--- src/rtl/dmx2m_pkg.sv ---
// ----------------------------------------------------------------------------
// dmx2m_pkg
// Shared types, constants and codes of the two-source merge tracker.
// ----------------------------------------------------------------------------
package dmx2m_pkg;

    localparam int NUM_PORTS  = 4;
    localparam int PORT_COUNT = 4;
    localparam int TIMEOUT_MS = 10000;
    localparam int MAX_SLOTS  = 512;

    localparam logic [NUM_PORTS-1:0] ALL_MASK = NUM_PORTS'((1 << PORT_COUNT) - 1);

    typedef enum logic [2:0] {
        REG_PORT0_ADDR = 3'd0,
        REG_PORT1_ADDR = 3'd1,
        REG_PORT2_ADDR = 3'd2,
        REG_PORT3_ADDR = 3'd3,
        REG_ENABLE     = 3'd4,
        REG_LTP        = 3'd5,
        REG_SYNC       = 3'd6,
        REG_NO_TIMEOUT = 3'd7
    } cfg_reg_t;

    typedef enum logic [2:0] {
        ACT_SET_A   = 3'd0,
        ACT_SET_B   = 3'd1,
        ACT_MERGE_A = 3'd2,
        ACT_MERGE_B = 3'd3,
        ACT_DISCARD = 3'd4
    } action_t;

    typedef enum logic [1:0] {
        ST_IDLE,
        ST_SCAN,
        ST_UPDATE,
        ST_EMIT
    } fsm_state_t;

    typedef struct packed {
        logic [31:0] source_ip;
        logic [14:0] universe;
        logic [15:0] length;
        logic [31:0] now_ms;
    } in_item_t;

    typedef struct packed {
        logic [1:0] port_index;
        action_t    action;
        logic       merge_ltp;
        logic       send_now;
        logic       start_output;
        logic [9:0] slots;
        logic       port_merging;
        logic       merge_active;
        logic       status_changed;
        logic       last;
    } out_item_t;

    typedef struct packed {
        logic [NUM_PORTS-1:0][14:0] port_addr;
        logic [NUM_PORTS-1:0]       enable;
        logic [NUM_PORTS-1:0]       ltp;
        logic                       sync;
        logic                       no_timeout;
    } cfg_t;

    typedef struct packed {
        logic [31:0] a_ip;
        logic [31:0] b_ip;
        logic [31:0] a_time;
        logic [31:0] b_time;
    } src_entry_t;

    typedef struct packed {
        logic [NUM_PORTS-1:0] merging;
        logic [NUM_PORTS-1:0] transmitting;
        logic [NUM_PORTS-1:0] pending;
        logic                 merge_mode;
        logic                 changed;
    } trk_t;

endpackage

--- src/rtl/dmx2m_cfg_regs.sv ---
// ----------------------------------------------------------------------------
// dmx2m_cfg_regs
// Configuration register file: port addresses, masks and mode bits.
// ----------------------------------------------------------------------------
module dmx2m_cfg_regs (
    input  logic                 aclk,
    input  logic                 aresetn,
    input  logic                 wr_en,
    input  logic [2:0]           index,
    input  logic [14:0]          wdata,
    output dmx2m_pkg::cfg_t      cfg
);
    import dmx2m_pkg::*;

    cfg_t cfg_reg;

    always_ff @(posedge aclk) begin
        if (!aresetn) begin
            for (int i = 0; i < NUM_PORTS; i++) begin
                cfg_reg.port_addr[i] <= 15'(i);
            end
            cfg_reg.enable     <= '0;
            cfg_reg.ltp        <= '0;
            cfg_reg.sync       <= 1'b0;
            cfg_reg.no_timeout <= 1'b0;
        end else if (wr_en) begin
            unique case (cfg_reg_t'(index))
                REG_PORT0_ADDR: cfg_reg.port_addr[0] <= wdata;
                REG_PORT1_ADDR: cfg_reg.port_addr[1] <= wdata;
                REG_PORT2_ADDR: cfg_reg.port_addr[2] <= wdata;
                REG_PORT3_ADDR: cfg_reg.port_addr[3] <= wdata;
                REG_ENABLE:     cfg_reg.enable       <= wdata[NUM_PORTS-1:0];
                REG_LTP:        cfg_reg.ltp          <= wdata[NUM_PORTS-1:0];
                REG_SYNC:       cfg_reg.sync         <= wdata[0];
                REG_NO_TIMEOUT: cfg_reg.no_timeout   <= wdata[0];
                default: begin
                end
            endcase
        end
    end

    assign cfg = cfg_reg;

endmodule

--- src/rtl/dmx2m_src_ram.sv ---
// ----------------------------------------------------------------------------
// dmx2m_src_ram
// Per-port source slot memory, registered read, valid bit per
// entry so that an entry never written reads as zero.
// ----------------------------------------------------------------------------
module dmx2m_src_ram (
    input  logic                    aclk,
    input  logic                    aresetn,
    input  logic                    rd_en,
    input  logic [1:0]              rd_addr,
    output dmx2m_pkg::src_entry_t   rd_data,
    input  logic                    wr_en,
    input  logic [1:0]              wr_addr,
    input  dmx2m_pkg::src_entry_t   wr_data
);
    import dmx2m_pkg::*;

    src_entry_t           mem [NUM_PORTS];
    logic [NUM_PORTS-1:0] valid_reg;
    src_entry_t           rd_data_reg;
    logic                 rd_valid_reg;

    always_ff @(posedge aclk) begin
        if (wr_en) begin
            mem[wr_addr] <= wr_data;
        end
        if (rd_en) begin
            rd_data_reg <= mem[rd_addr];
        end
    end

    always_ff @(posedge aclk) begin
        if (!aresetn) begin
            valid_reg    <= '0;
            rd_valid_reg <= 1'b0;
        end else begin
            if (wr_en) begin
                valid_reg[wr_addr] <= 1'b1;
            end
            if (rd_en) begin
                rd_valid_reg <= valid_reg[rd_addr];
            end
        end
    end

    assign rd_data = rd_valid_reg ? rd_data_reg : '0;

endmodule

--- src/rtl/dmx2m_port_calc.sv ---
// ----------------------------------------------------------------------------
// dmx2m_port_calc
// Per-port decision: source timeout, case selection, merge start and
// output/buffer choice, applied to one port's slots and the tracker flags.
// ----------------------------------------------------------------------------
module dmx2m_port_calc (
    input  logic [1:0]              port_sel,
    input  logic [31:0]             src_ip,
    input  logic [31:0]             now_ms,
    input  logic                    cfg_sync,
    input  logic                    cfg_no_timeout,
    input  dmx2m_pkg::src_entry_t   entry_in,
    input  dmx2m_pkg::trk_t         trk_in,
    output dmx2m_pkg::src_entry_t   entry_out,
    output dmx2m_pkg::trk_t         trk_out,
    output dmx2m_pkg::action_t      action,
    output logic                    send_now,
    output logic                    start_output
);
    import dmx2m_pkg::*;

    logic [NUM_PORTS-1:0] pbit;
    logic [31:0]          age_a;
    logic [31:0]          age_b;
    logic [31:0]          a;
    logic [31:0]          b;
    logic                 do_merge;

    assign pbit  = NUM_PORTS'(1) << port_sel;
    assign age_a = now_ms - entry_in.a_time;
    assign age_b = now_ms - entry_in.b_time;
    assign a     = entry_in.a_ip;
    assign b     = entry_in.b_ip;

    always_comb begin
        entry_out    = entry_in;
        trk_out      = trk_in;
        action       = ACT_DISCARD;
        do_merge     = 1'b0;
        send_now     = 1'b0;
        start_output = 1'b0;

        if (trk_in.merge_mode && !cfg_no_timeout) begin
            if (age_a > 32'(TIMEOUT_MS)) begin
                entry_out.a_ip  = '0;
                trk_out.merging = trk_out.merging & ~pbit;
            end
            if (age_b > 32'(TIMEOUT_MS)) begin
                entry_out.b_ip  = '0;
                trk_out.merging = trk_out.merging & ~pbit;
            end
            if ((trk_out.merging & ALL_MASK) == '0) begin
                trk_out.changed    = 1'b1;
                trk_out.merge_mode = 1'b0;
            end
        end

        // case selection uses slot IPs from before the timeout
        priority if (a == '0 && b == '0) begin
            entry_out.a_ip   = src_ip;
            entry_out.a_time = now_ms;
            action           = ACT_SET_A;
        end else if (a == src_ip && b == '0) begin
            entry_out.a_time = now_ms;
            action           = ACT_SET_A;
        end else if (a == '0 && b == src_ip) begin
            entry_out.b_time = now_ms;
            action           = ACT_SET_B;
        end else if (a != src_ip && b == '0) begin
            entry_out.b_ip   = src_ip;
            entry_out.b_time = now_ms;
            do_merge         = 1'b1;
            action           = ACT_MERGE_B;
        end else if (a == '0 && b != src_ip) begin
            entry_out.a_ip   = src_ip;
            entry_out.a_time = now_ms;
            do_merge         = 1'b1;
            action           = ACT_MERGE_A;
        end else if (a == src_ip && b != src_ip) begin
            entry_out.a_time = now_ms;
            do_merge         = 1'b1;
            action           = ACT_MERGE_A;
        end else if (a != src_ip && b == src_ip) begin
            entry_out.b_time = now_ms;
            do_merge         = 1'b1;
            action           = ACT_MERGE_B;
        end else begin
            action = ACT_DISCARD;
        end

        if (do_merge) begin
            if (!trk_out.merge_mode) begin
                trk_out.merge_mode = 1'b1;
                trk_out.changed    = 1'b1;
            end
            trk_out.merging = trk_out.merging | pbit;
        end

        if (action != ACT_DISCARD) begin
            if (cfg_sync && (trk_out.merging & pbit) == '0) begin
                trk_out.pending = trk_out.pending | pbit;
            end else begin
                send_now = 1'b1;
                if ((trk_out.transmitting & pbit) == '0) begin
                    start_output         = 1'b1;
                    trk_out.changed      = 1'b1;
                    trk_out.transmitting = trk_out.transmitting | pbit;
                end
            end
        end
    end

endmodule

--- src/rtl/dmx_two_source_merge_tracker.sv ---
// ----------------------------------------------------------------------------
// dmx_two_source_merge_tracker
// Two-source merge tracker for DMX packet headers, one result per matching
// enabled output port.
// ----------------------------------------------------------------------------
// A packet header is taken when the block is idle. The sequencer then visits
// the ports one per cycle; a matching port adds an UPDATE state for the
// read-modify-write of its source slots in the port memory. Results are held
// until all ports are done, since the global merge mode and the status flag
// they carry are the values at the end of the packet, and are then sent one
// per cycle while the result side is ready; the port memory has a single
// read-modify-write path.
module dmx_two_source_merge_tracker (
    input  logic                  aclk,
    input  logic                  aresetn,
    input  logic                  cfg_wr_en,
    input  logic [2:0]            cfg_index,
    input  logic [14:0]           cfg_wdata,
    input  logic                  s_valid,
    output logic                  s_ready,
    input  dmx2m_pkg::in_item_t   s_item,
    output logic                  m_valid,
    input  logic                  m_ready,
    output dmx2m_pkg::out_item_t  m_item
);
    import dmx2m_pkg::*;

    cfg_t        cfg;
    fsm_state_t  state_reg, state_next;
    in_item_t    item_reg;
    logic [1:0]  port_reg;
    trk_t        trk_reg;
    out_item_t   res_buf_reg [NUM_PORTS];
    logic [2:0]  res_cnt_reg;
    logic [1:0]  emit_idx_reg;
    logic        m_valid_reg;
    out_item_t   m_item_reg;

    src_entry_t  ram_rd_data;
    src_entry_t  ram_wr_data;
    trk_t        trk_next;
    action_t     calc_action;
    logic        calc_send;
    logic        calc_start;

    logic        port_match;
    logic        last_port;
    logic        emit_last;
    logic        out_free;
    logic        ram_rd_en;
    logic        ram_we;
    logic        buf_we;
    logic        out_load;
    logic        s_accept;
    logic [9:0]  slots;
    out_item_t   buf_entry;
    out_item_t   emit_entry;

    dmx2m_cfg_regs u_cfg (
        .aclk    (aclk),
        .aresetn (aresetn),
        .wr_en   (cfg_wr_en),
        .index   (cfg_index),
        .wdata   (cfg_wdata),
        .cfg     (cfg)
    );

    dmx2m_src_ram u_ram (
        .aclk    (aclk),
        .aresetn (aresetn),
        .rd_en   (ram_rd_en),
        .rd_addr (port_reg),
        .rd_data (ram_rd_data),
        .wr_en   (ram_we),
        .wr_addr (port_reg),
        .wr_data (ram_wr_data)
    );

    dmx2m_port_calc u_calc (
        .port_sel       (port_reg),
        .src_ip         (item_reg.source_ip),
        .now_ms         (item_reg.now_ms),
        .cfg_sync       (cfg.sync),
        .cfg_no_timeout (cfg.no_timeout),
        .entry_in       (ram_rd_data),
        .trk_in         (trk_reg),
        .entry_out      (ram_wr_data),
        .trk_out        (trk_next),
        .action         (calc_action),
        .send_now       (calc_send),
        .start_output   (calc_start)
    );

    assign port_match = cfg.enable[port_reg] && (cfg.port_addr[port_reg] == item_reg.universe);
    assign last_port  = (port_reg == 2'(PORT_COUNT - 1));
    assign emit_last  = (({1'b0, emit_idx_reg} + 3'd1) == res_cnt_reg);
    assign out_free   = !m_valid_reg || m_ready;
    assign slots      = (item_reg.length > 16'(MAX_SLOTS)) ? 10'(MAX_SLOTS)
                                                            : item_reg.length[9:0];

    always_comb begin
        buf_entry                = '0;
        buf_entry.port_index     = port_reg;
        buf_entry.action         = calc_action;
        buf_entry.merge_ltp      = cfg.ltp[port_reg];
        buf_entry.send_now       = calc_send;
        buf_entry.start_output   = calc_start;
        buf_entry.slots          = slots;
        buf_entry.port_merging   = trk_next.merging[port_reg];
    end

    always_comb begin
        emit_entry                = res_buf_reg[emit_idx_reg];
        emit_entry.merge_active   = trk_reg.merge_mode;
        emit_entry.status_changed = trk_reg.changed;
        emit_entry.last           = emit_last;
    end

    // next state
    always_comb begin
        state_next = state_reg;
        unique case (state_reg)
            ST_IDLE: begin
                if (s_valid) begin
                    state_next = ST_SCAN;
                end
            end
            ST_SCAN: begin
                priority if (port_match) begin
                    state_next = ST_UPDATE;
                end else if (last_port) begin
                    state_next = (res_cnt_reg == '0) ? ST_IDLE : ST_EMIT;
                end else begin
                    state_next = ST_SCAN;
                end
            end
            ST_UPDATE: begin
                state_next = last_port ? ST_EMIT : ST_SCAN;
            end
            ST_EMIT: begin
                if (out_free && emit_last) begin
                    state_next = ST_IDLE;
                end
            end
            default: state_next = ST_IDLE;
        endcase
    end

    // control outputs
    always_comb begin
        s_ready   = 1'b0;
        ram_rd_en = 1'b0;
        ram_we    = 1'b0;
        buf_we    = 1'b0;
        out_load  = 1'b0;
        unique case (state_reg)
            ST_IDLE:   s_ready   = 1'b1;
            ST_SCAN:   ram_rd_en = port_match;
            ST_UPDATE: begin
                ram_we = 1'b1;
                buf_we = 1'b1;
            end
            ST_EMIT:   out_load  = out_free;
            default: begin
            end
        endcase
    end

    assign s_accept = s_valid && s_ready;

    always_ff @(posedge aclk) begin
        if (!aresetn) begin
            state_reg    <= ST_IDLE;
            port_reg     <= '0;
            trk_reg      <= '0;
            res_cnt_reg  <= '0;
            emit_idx_reg <= '0;
            m_valid_reg  <= 1'b0;
        end else begin
            state_reg <= state_next;

            if (s_accept) begin
                port_reg        <= '0;
                res_cnt_reg     <= '0;
                emit_idx_reg    <= '0;
                trk_reg.changed <= 1'b0;
            end

            if (state_reg == ST_SCAN && !port_match && !last_port) begin
                port_reg <= port_reg + 2'd1;
            end

            if (buf_we) begin
                trk_reg     <= trk_next;
                res_cnt_reg <= res_cnt_reg + 3'd1;
                if (!last_port) begin
                    port_reg <= port_reg + 2'd1;
                end
            end

            if (out_load) begin
                emit_idx_reg <= emit_idx_reg + 2'd1;
                m_valid_reg  <= 1'b1;
            end else if (m_ready) begin
                m_valid_reg <= 1'b0;
            end
        end
    end

    always_ff @(posedge aclk) begin
        if (s_accept) begin
            item_reg <= s_item;
        end
        if (buf_we) begin
            res_buf_reg[res_cnt_reg[1:0]] <= buf_entry;
        end
        if (out_load) begin
            m_item_reg <= emit_entry;
        end
    end

    assign m_valid = m_valid_reg;
    assign m_item  = m_item_reg;

    a_no_rd_wr_overlap: assert property (@(posedge aclk) disable iff (!aresetn)
        !(ram_we && ram_rd_en))
        else $error("port memory read and write in the same cycle");

    a_res_cnt_bound: assert property (@(posedge aclk) disable iff (!aresetn)
        res_cnt_reg <= 3'(PORT_COUNT))
        else $error("result count exceeds port count");

    a_mode_needs_merging: assert property (@(posedge aclk) disable iff (!aresetn)
        trk_reg.merge_mode |-> ((trk_reg.merging & ALL_MASK) != '0))
        else $error("merge mode on with no merging port");

    a_last_ends_item: assert property (@(posedge aclk) disable iff (!aresetn)
        (out_load && emit_last) |=> (state_reg == ST_IDLE && m_valid && m_item.last))
        else $error("final result did not close the item");

endmodule

--- config.mk ---
export PLATFORM = sky130hd
export DESIGN_NAME = dmx_two_source_merge_tracker
export DESIGN_NICKNAME = d
export VERILOG_FILES = /design/src/rtl/dmx2m_pkg.sv /design/src/rtl/dmx2m_cfg_regs.sv /design/src/rtl/dmx2m_src_ram.sv /design/src/rtl/dmx2m_port_calc.sv /design/src/rtl/dmx_two_source_merge_tracker.sv
export SDC_FILE = /design/constraint.sdc
export NUM_CORES = 1
export LEC_CHECK = 0
export ABC_CLOCK_PERIOD_IN_PS = 9700
export BUFFER_PORTS_ARGS = -buffer_cell sky130_fd_sc_hd__buf_2
export CORE_MARGIN = 2
export CORE_UTILIZATION = 60
export DETAILED_ROUTE_END_ITERATION = 7
export PLACE_DENSITY = 0.79
export SETUP_SLACK_MARGIN = 0.05
export SLEW_MARGIN = 20
export SYNTH_ARGS = -nofsm -noshare
export SYNTH_HDL_FRONTEND = slang
export SYNTH_SLANG_ARGS = --single-unit
--- constraint.sdc ---
create_clock -name aclk -period 9.7 [get_ports aclk]
set_input_delay 0.97 -clock aclk [delete_from_list [all_inputs] [get_ports aclk]]
set_output_delay 0.97 -clock aclk [all_outputs]
set_load 0.01 [all_outputs]
==> flow_summary.yaml, run 1 <==
critical_path:
  worst-path-max-fanout: 60
  crit_type: "reg -> reg"
  cp.required_ns: 10.08
  reg2regPathDepth: 14
  start_kind: "flop"
  cp-end-kind: "flop"
  crit_arrival_ns: 6.19
cts:
  worstSkewPairLatency_ns: 0.65
  cts_buffers: 92
  cts_hold_buf: 0
  cts-htree-levels: 3
  cts_setup_buffers: 0
  clock-sinks: 928
  ctsRootBufferMaster: "clkbuf_16"
  cts_buffer_depth: 3
  path_clk_slew_ns: 0.06
  cts-resized-gates: 0
  cts_tree: "yes"
min_path:
  hold_path_depth: 2
  hp-class: "reg -> reg"
yosys:
  yosys-top-cells-area: "edfxtp_1 62%, mux4_2 9.3%, dfxtp_1 4.7%"
  synth_xor_area_share_pct: 1.81
  synth_simple_gate_area_share_pct: 8.13
  async_flop_share_pct: 0
  synthDistinctLibCells: 80
  synthMuxAreaShare_pct: 9.72
  synth_compound_area_share_pct: 8.97
  syn-mean-instance-area_sq_um: 14.7
  synth_edf_count: 833
  synth_warnings: 0
  synth_fa_ha_area_share_pct: 2.37
  synth_seq_cells: 928
  synth_area_sq_um: 40200
  synthCells: 2735
  yosysTopAreaCell: "edfxtp_1"
  ys_seq_area_share_pct: 66.9
  ys.flop_type: "edfxtp_1"
  synth_nets: 2928
  synth_top_family_by_area: "multiplexers"
  synth_top_area_share_pct: 62.2
sta:
  fin_crit_sh_pct: 59.9
  finalSetupViolations: 0
  hold_viol_final: 0
  clock_skew_ns: 0.0332
  post-route-min-period_ns: 5.81
  slew_headroom_pct: 29.5
  rsz0062_at_grt: "false"
  tns_ns: 0
  clock.fmax_ghz: 0.172
  tightest_slew_ns: 1.06
  drv_slew: 0
cells_and_area:
  nNetsFinal: 3046
  largest_reg_flops: 512
  final_common_cell: "edfxtp_1"
  fill_cells: 4405
  layout-drive-gt1-share_pct: 17.1
  design_area_sq_um: 44700
  most-common-layout-cells: "833 x edfxtp_1, 321 x nand2_1, 167 x mux4_2"
  final_util_pct: 67.6
  syn2layout_area_growth_pct: 11.0
detailed_routing:
  drt_iter0_drc: 3096
  via_count: 25000
  routedWlPerCell_um: 24.8
  drc: 0
  wl_um: 94100
  ant_nets: 0
  vias_per_cell: 6.58
  dr.pass1.iters: 7
die:
  start_util_pct: 60.9
  die_w_um: 263
  dieArea_sq_um: 69200
  row_count: 94
  core_sq_um: 66100
  io_pins: 142
  die_h_um: 263
grt:
  grt_overflow_total: 0
  grt_max_degree: 131
  antenna_found_initial: 1
  grt_use_total_pct: 27.1
  grt_first_pass_wirelength_um: 145000
  grt_pass1_vias: 25200
pwr:
  peakVddDrop_mv: 0.145
  pwr_density_cell_nw_per_um2: 187
  p_leak_uw: 0.0145
place:
  dpl.hpwl_um: 57700
  place_area_sq_um: 41700
  place.gp.congestion: 0.890
  numPortBuffers: 141
outcome:
  status: "finished, final reports clean"
run:
  cap_viol_max_count: 0
worst max-delay path: stages (launching register included):
cell and delay [ns]:
dfxtp_4 0.65, buf_4 0.61, nand2_1 0.24, ha_1 0.49
nand4_1 0.16, nor3_1 0.35, nand2_1 0.14, o21ai_0 0.33
mux2i_1 0.23, a211oi_1 0.13, a311oi_1 0.57, nand4_1 0.43
nor3_4 0.61, nor2_1 0.10, nor3_1 0.42
per-layer routing:
layer	up-vias	GRT usage [%]	share of wire (%)
met1	12500	39.0	41
met4	0	9.92	3.2
met3	224	4.83	8.8
li1	10900	-	-
met5	-	0	0
met2	1336	42.1	47
stage by stage:
| step | power (uW) | instances | setup WS, ns | hold slack (ns) |
|---|---|---|---|---|
| floorplan | 4810 | 2735 | 1.76 | 0.426 |
| finish | 8350 | 3790 | 3.89 | 0.451 |
| global route | 8590 | 3789 | 3.70 | 0.465 |
| detailed placement | 4950 | 3623 | 4.12 | 0.444 |
| global placement | 4940 | 3623 | 4.32 | 0.437 |
| CTS | 8390 | 3789 | 4.09 | 0.453 |
cells in the mapped netlist, drive strengths merged (21+ instances only):
library cell,number
o22ai,23
nor2,103
dfxtp,95
a21oi,158
nor3,35
a22oi,23
a22o,65
xor2,30
nand2,321
inv,78
edfxtp,833
nand4,29
clkbuf,90
ha,73
and2,21
mux4,167
nor4,33
o21ai,145
xnor2,53
nand3,56
buf,51
worst paths after layout:
kind	startpoint	to	slack [ns]
hold / removal	u_cfg.cfg[67]	u_cfg.cfg[67]	0.45
setup / recovery	u_ram.rd_valid_reg	res_buf_reg[0][12]	3.89
hold reg to reg	u_cfg.cfg[67]	u_cfg.cfg[67]	0.45
setup reg to reg	u_ram.rd_valid_reg	res_buf_reg[0][12]	3.89
cell families after synthesis:
group / Yosys count
DFF: 928
and+or+nand+nor: 690
AOI/OAI and AO/OA: 558
buffers and inverters: 219
muxes: 182
xor gates and xnor gates: 83
adders and majority gates: 75
power by group:
| group | total, uW | internal (uW) | leakage [uW] | switching [uW] |
|---|---|---|---|---|
| Combinational | 438 | 191 | 0.00479 | 248 |
| Clock | 3470 | 2000 | 0.00144 | 1470 |
| Sequential | 4440 | 4370 | 0.00826 | 68.0 |
| Total | 8350 | 6560 | 0.0145 | 1780 |
final cells by class:
class	count	area, sq um	share of cell area (%)
Antenna cell	1	2.50	0.00560
Clock buffer	117	2490	5.57
Clock inverter	49	434	0.972
Inverter	78	300	0.672
Multi-Input combinational cell	1588	12500	28.0
Sequential cell	928	26900	60.3
Tap cell	864	1080	2.42
Timing Repair Buffer	165	911	2.04
(Power assumes the default switching activity.)
==> run 2: changes to the inputs <==
--- a/config.mk
+++ b/config.mk
@@ -5,12 +5,12 @@
 export SDC_FILE = /design/constraint.sdc
 export NUM_CORES = 1
 export LEC_CHECK = 0
-export ABC_CLOCK_PERIOD_IN_PS = 9700
+export ABC_CLOCK_PERIOD_IN_PS = 4810
 export BUFFER_PORTS_ARGS = -buffer_cell sky130_fd_sc_hd__buf_2
 export CORE_MARGIN = 2
-export CORE_UTILIZATION = 60
+export CORE_UTILIZATION = 56
 export DETAILED_ROUTE_END_ITERATION = 7
-export PLACE_DENSITY = 0.79
+export PLACE_DENSITY = 0.77
 export SETUP_SLACK_MARGIN = 0.05
 export SLEW_MARGIN = 20
 export SYNTH_ARGS = -nofsm -noshare
==> constraint.sdc (replaced) <==
create_clock -name aclk -period 4.81 [get_ports aclk]
set_input_delay 0.481 -clock aclk [delete_from_list [all_inputs] [get_ports aclk]]
set_output_delay 0.481 -clock aclk [all_outputs]
set_load 0.01 [all_outputs]
==> flow_summary.yaml, run 2 (same netlist as run 1, synthesis figures left out) <==
outcome:
  status: "finished, final reports clean"
critical_path:
  slowest_delay_ns: 0.54
  crit_path_top_delay_cell: "or4_4"
  cp.buffers_inverters: 4
  cp_top_family: "simple AND/OR/NAND/NOR gates"
  crit_type: "reg -> reg"
  worst-path-max-fanout: 56
  cp_cell_sequence: "buf_16 > inv_1 > a2bb2oi_1 > or4_4 > nor4_4 > ha_1 > nand2_1 > a31oi_4 > inv_2 > o21a_1 > or3_1 > o211ai_2 > inv_1"
  crit_arrival_ns: 4.88
  cp.required_ns: 5.19
  cp-end-kind: "flop"
  cpMostUsedCell: "inv_1"
  start_kind: "flop"
cells_and_area:
  register_area_sq_um: 26900
  largest_reg_flops: 512
  fill_cells: 4981
  layout-drive-gt1-share_pct: 18.2
  final_common_cell: "edfxtp_1"
  design_area_sq_um: 46400
  syn2layout_area_growth_pct: 15.2
  most-common-layout-cells: "833 x edfxtp_1, 321 x nand2_1, 167 x mux4_2"
  multi_input_area_sq_um: 12600
  nNetsFinal: 3154
place:
  place_area_sq_um: 42300
  numPortBuffers: 141
  place.gp.congestion: 0.920
  dpl.hpwl_um: 59800
  post-place-ws_ns: 0.179
detailed_routing:
  drc: 0
  via_count: 25400
  dr.pass1.iters: 5
  vias_per_cell: 6.37
  drt_iter0_drc: 3148
  ant_nets: 0
  wl_um: 97600
  routedWlPerCell_um: 24.4
sta:
  tns_ns: 0
  clock.fmax_ghz: 0.222
  slew_headroom_pct: 24.9
  whs_ns: 0.0317
  clock_skew_ns: 0.0456
  rsz0062_at_grt: "false"
  post-route-min-period_ns: 4.50
  fin_crit_sh_pct: 93.5
  finalSetupViolations: 0
  drv_slew: 0
  hold_viol_final: 0
  layout_setup_ws_ns: 0.314
  tightest_slew_ns: 1.13
grt:
  grt_pass1_vias: 25500
  grt_first_pass_wirelength_um: 148000
  antenna_found_initial: 1
  grt_overflow_total: 0
  grt_use_total_pct: 26.1
  grt_max_degree: 113
pwr:
  p_leak_uw: 0.0152
  p_total_uw: 17500
  pwr_density_cell_nw_per_um2: 377
  peakVddDrop_mv: 0.317
run:
  cap_viol_max_count: 0
die:
  core_sq_um: 71400
  row_count: 98
  die_w_um: 272
  die_h_um: 272
  io_pins: 142
  dieArea_sq_um: 74000
  start_util_pct: 56.4
cts:
  clock-sinks: 928
  cts-htree-levels: 3
  cts_buffer_depth: 3
  path_clk_slew_ns: 0.06
  ctsRootBufferMaster: "clkbuf_16"
  cts_tree: "yes"
  worstSkewPairLatency_ns: 0.65
  cts_buffers: 94
min_path:
  hp-class: "in -> reg"
## run 2: cell count changes in the layout (fill, tap and decap cells not counted), sizes merged
| cell | delta |
|---|---|
| buf | +33 |
| bufinv | +7 |
| clkinv | +5 |
| dlygate4sd3 | +72 |
| clkbuf | +4 |
| inv | -5 |
| clkinvlp | +1 |
## run 2: worst register-to-register path, cell delays in order, from the launching register on
cell and delay (ns):
dfxtp_4 0.46, buf_16 0.29, inv_1 0.38, a2bb2oi_1 0.25
or4_4 0.54, nor4_4 0.50, ha_1 0.23, nand2_1 0.13
a31oi_4 0.38, inv_2 0.17, o21a_1 0.22, or3_1 0.37
o211ai_2 0.16, inv_1 0.14
## run 2: final cells by class
cell class | count | share of cell area [%]
repair buffers | 271 | 4.58
clock inverters | 57 | 1.49
flip-flops and latches | 928 | 58.1
inverters | 78 | 0.645
clock buffers | 120 | 5.53
diodes | 1 | 0.00540
well taps | 950 | 2.56
multi-input cells | 1588 | 27.1
## run 2: what timing repair did
action                                  CTS  global route
hold buffers                             72             0
setup buffers                             0             4
hold endpoints to repair                 72             0
endpoints found under the setup margin    0           224
resized for setup                         0             9
## run 2: report_power, final
group,internal (uW),total [uW],switching (uW)
clock network,4540,7590,3050
registers,8810,8920,112
logic,433,972,539
## run 2: metrics by stage
stage	util [%]	instances
5_1_grt	65.0	3992
3_3_place_gp	59.2	3738
3_5_place_dp	59.3	3738
4_1_cts	64.8	3987
6_report	65.0	3993
2_1_floorplan	-	2735
## run 2: path summary, 6_finish.rpt
| check | from | to | slack (ns) | cells after the start |
|---|---|---|---|---|
| max | u_ram.rd_valid_reg | res_buf_reg[2][11] | 0.31 | 13 |
| min | s_item[53] | item_reg[53] | 0.03 | 1 |
| max reg2reg | u_ram.rd_valid_reg | res_buf_reg[2][11] | 0.31 | 13 |
| min reg2reg | trk_reg[7] | trk_reg[7] | 0.45 | 2 |
## run 2: per-layer routing
layer  wire (um)  share of wire [%]  vias to the layer above  global-route usage [%]
met5          18              0.018                        -                       0
met4        2740                2.8                        2                    9.05
met3        8400                8.6                      204                    3.69
met2       46400                 48                     1378                    41.7
met1       40000                 41                    12700                    37.2
li1            -                  -                    11100                       -
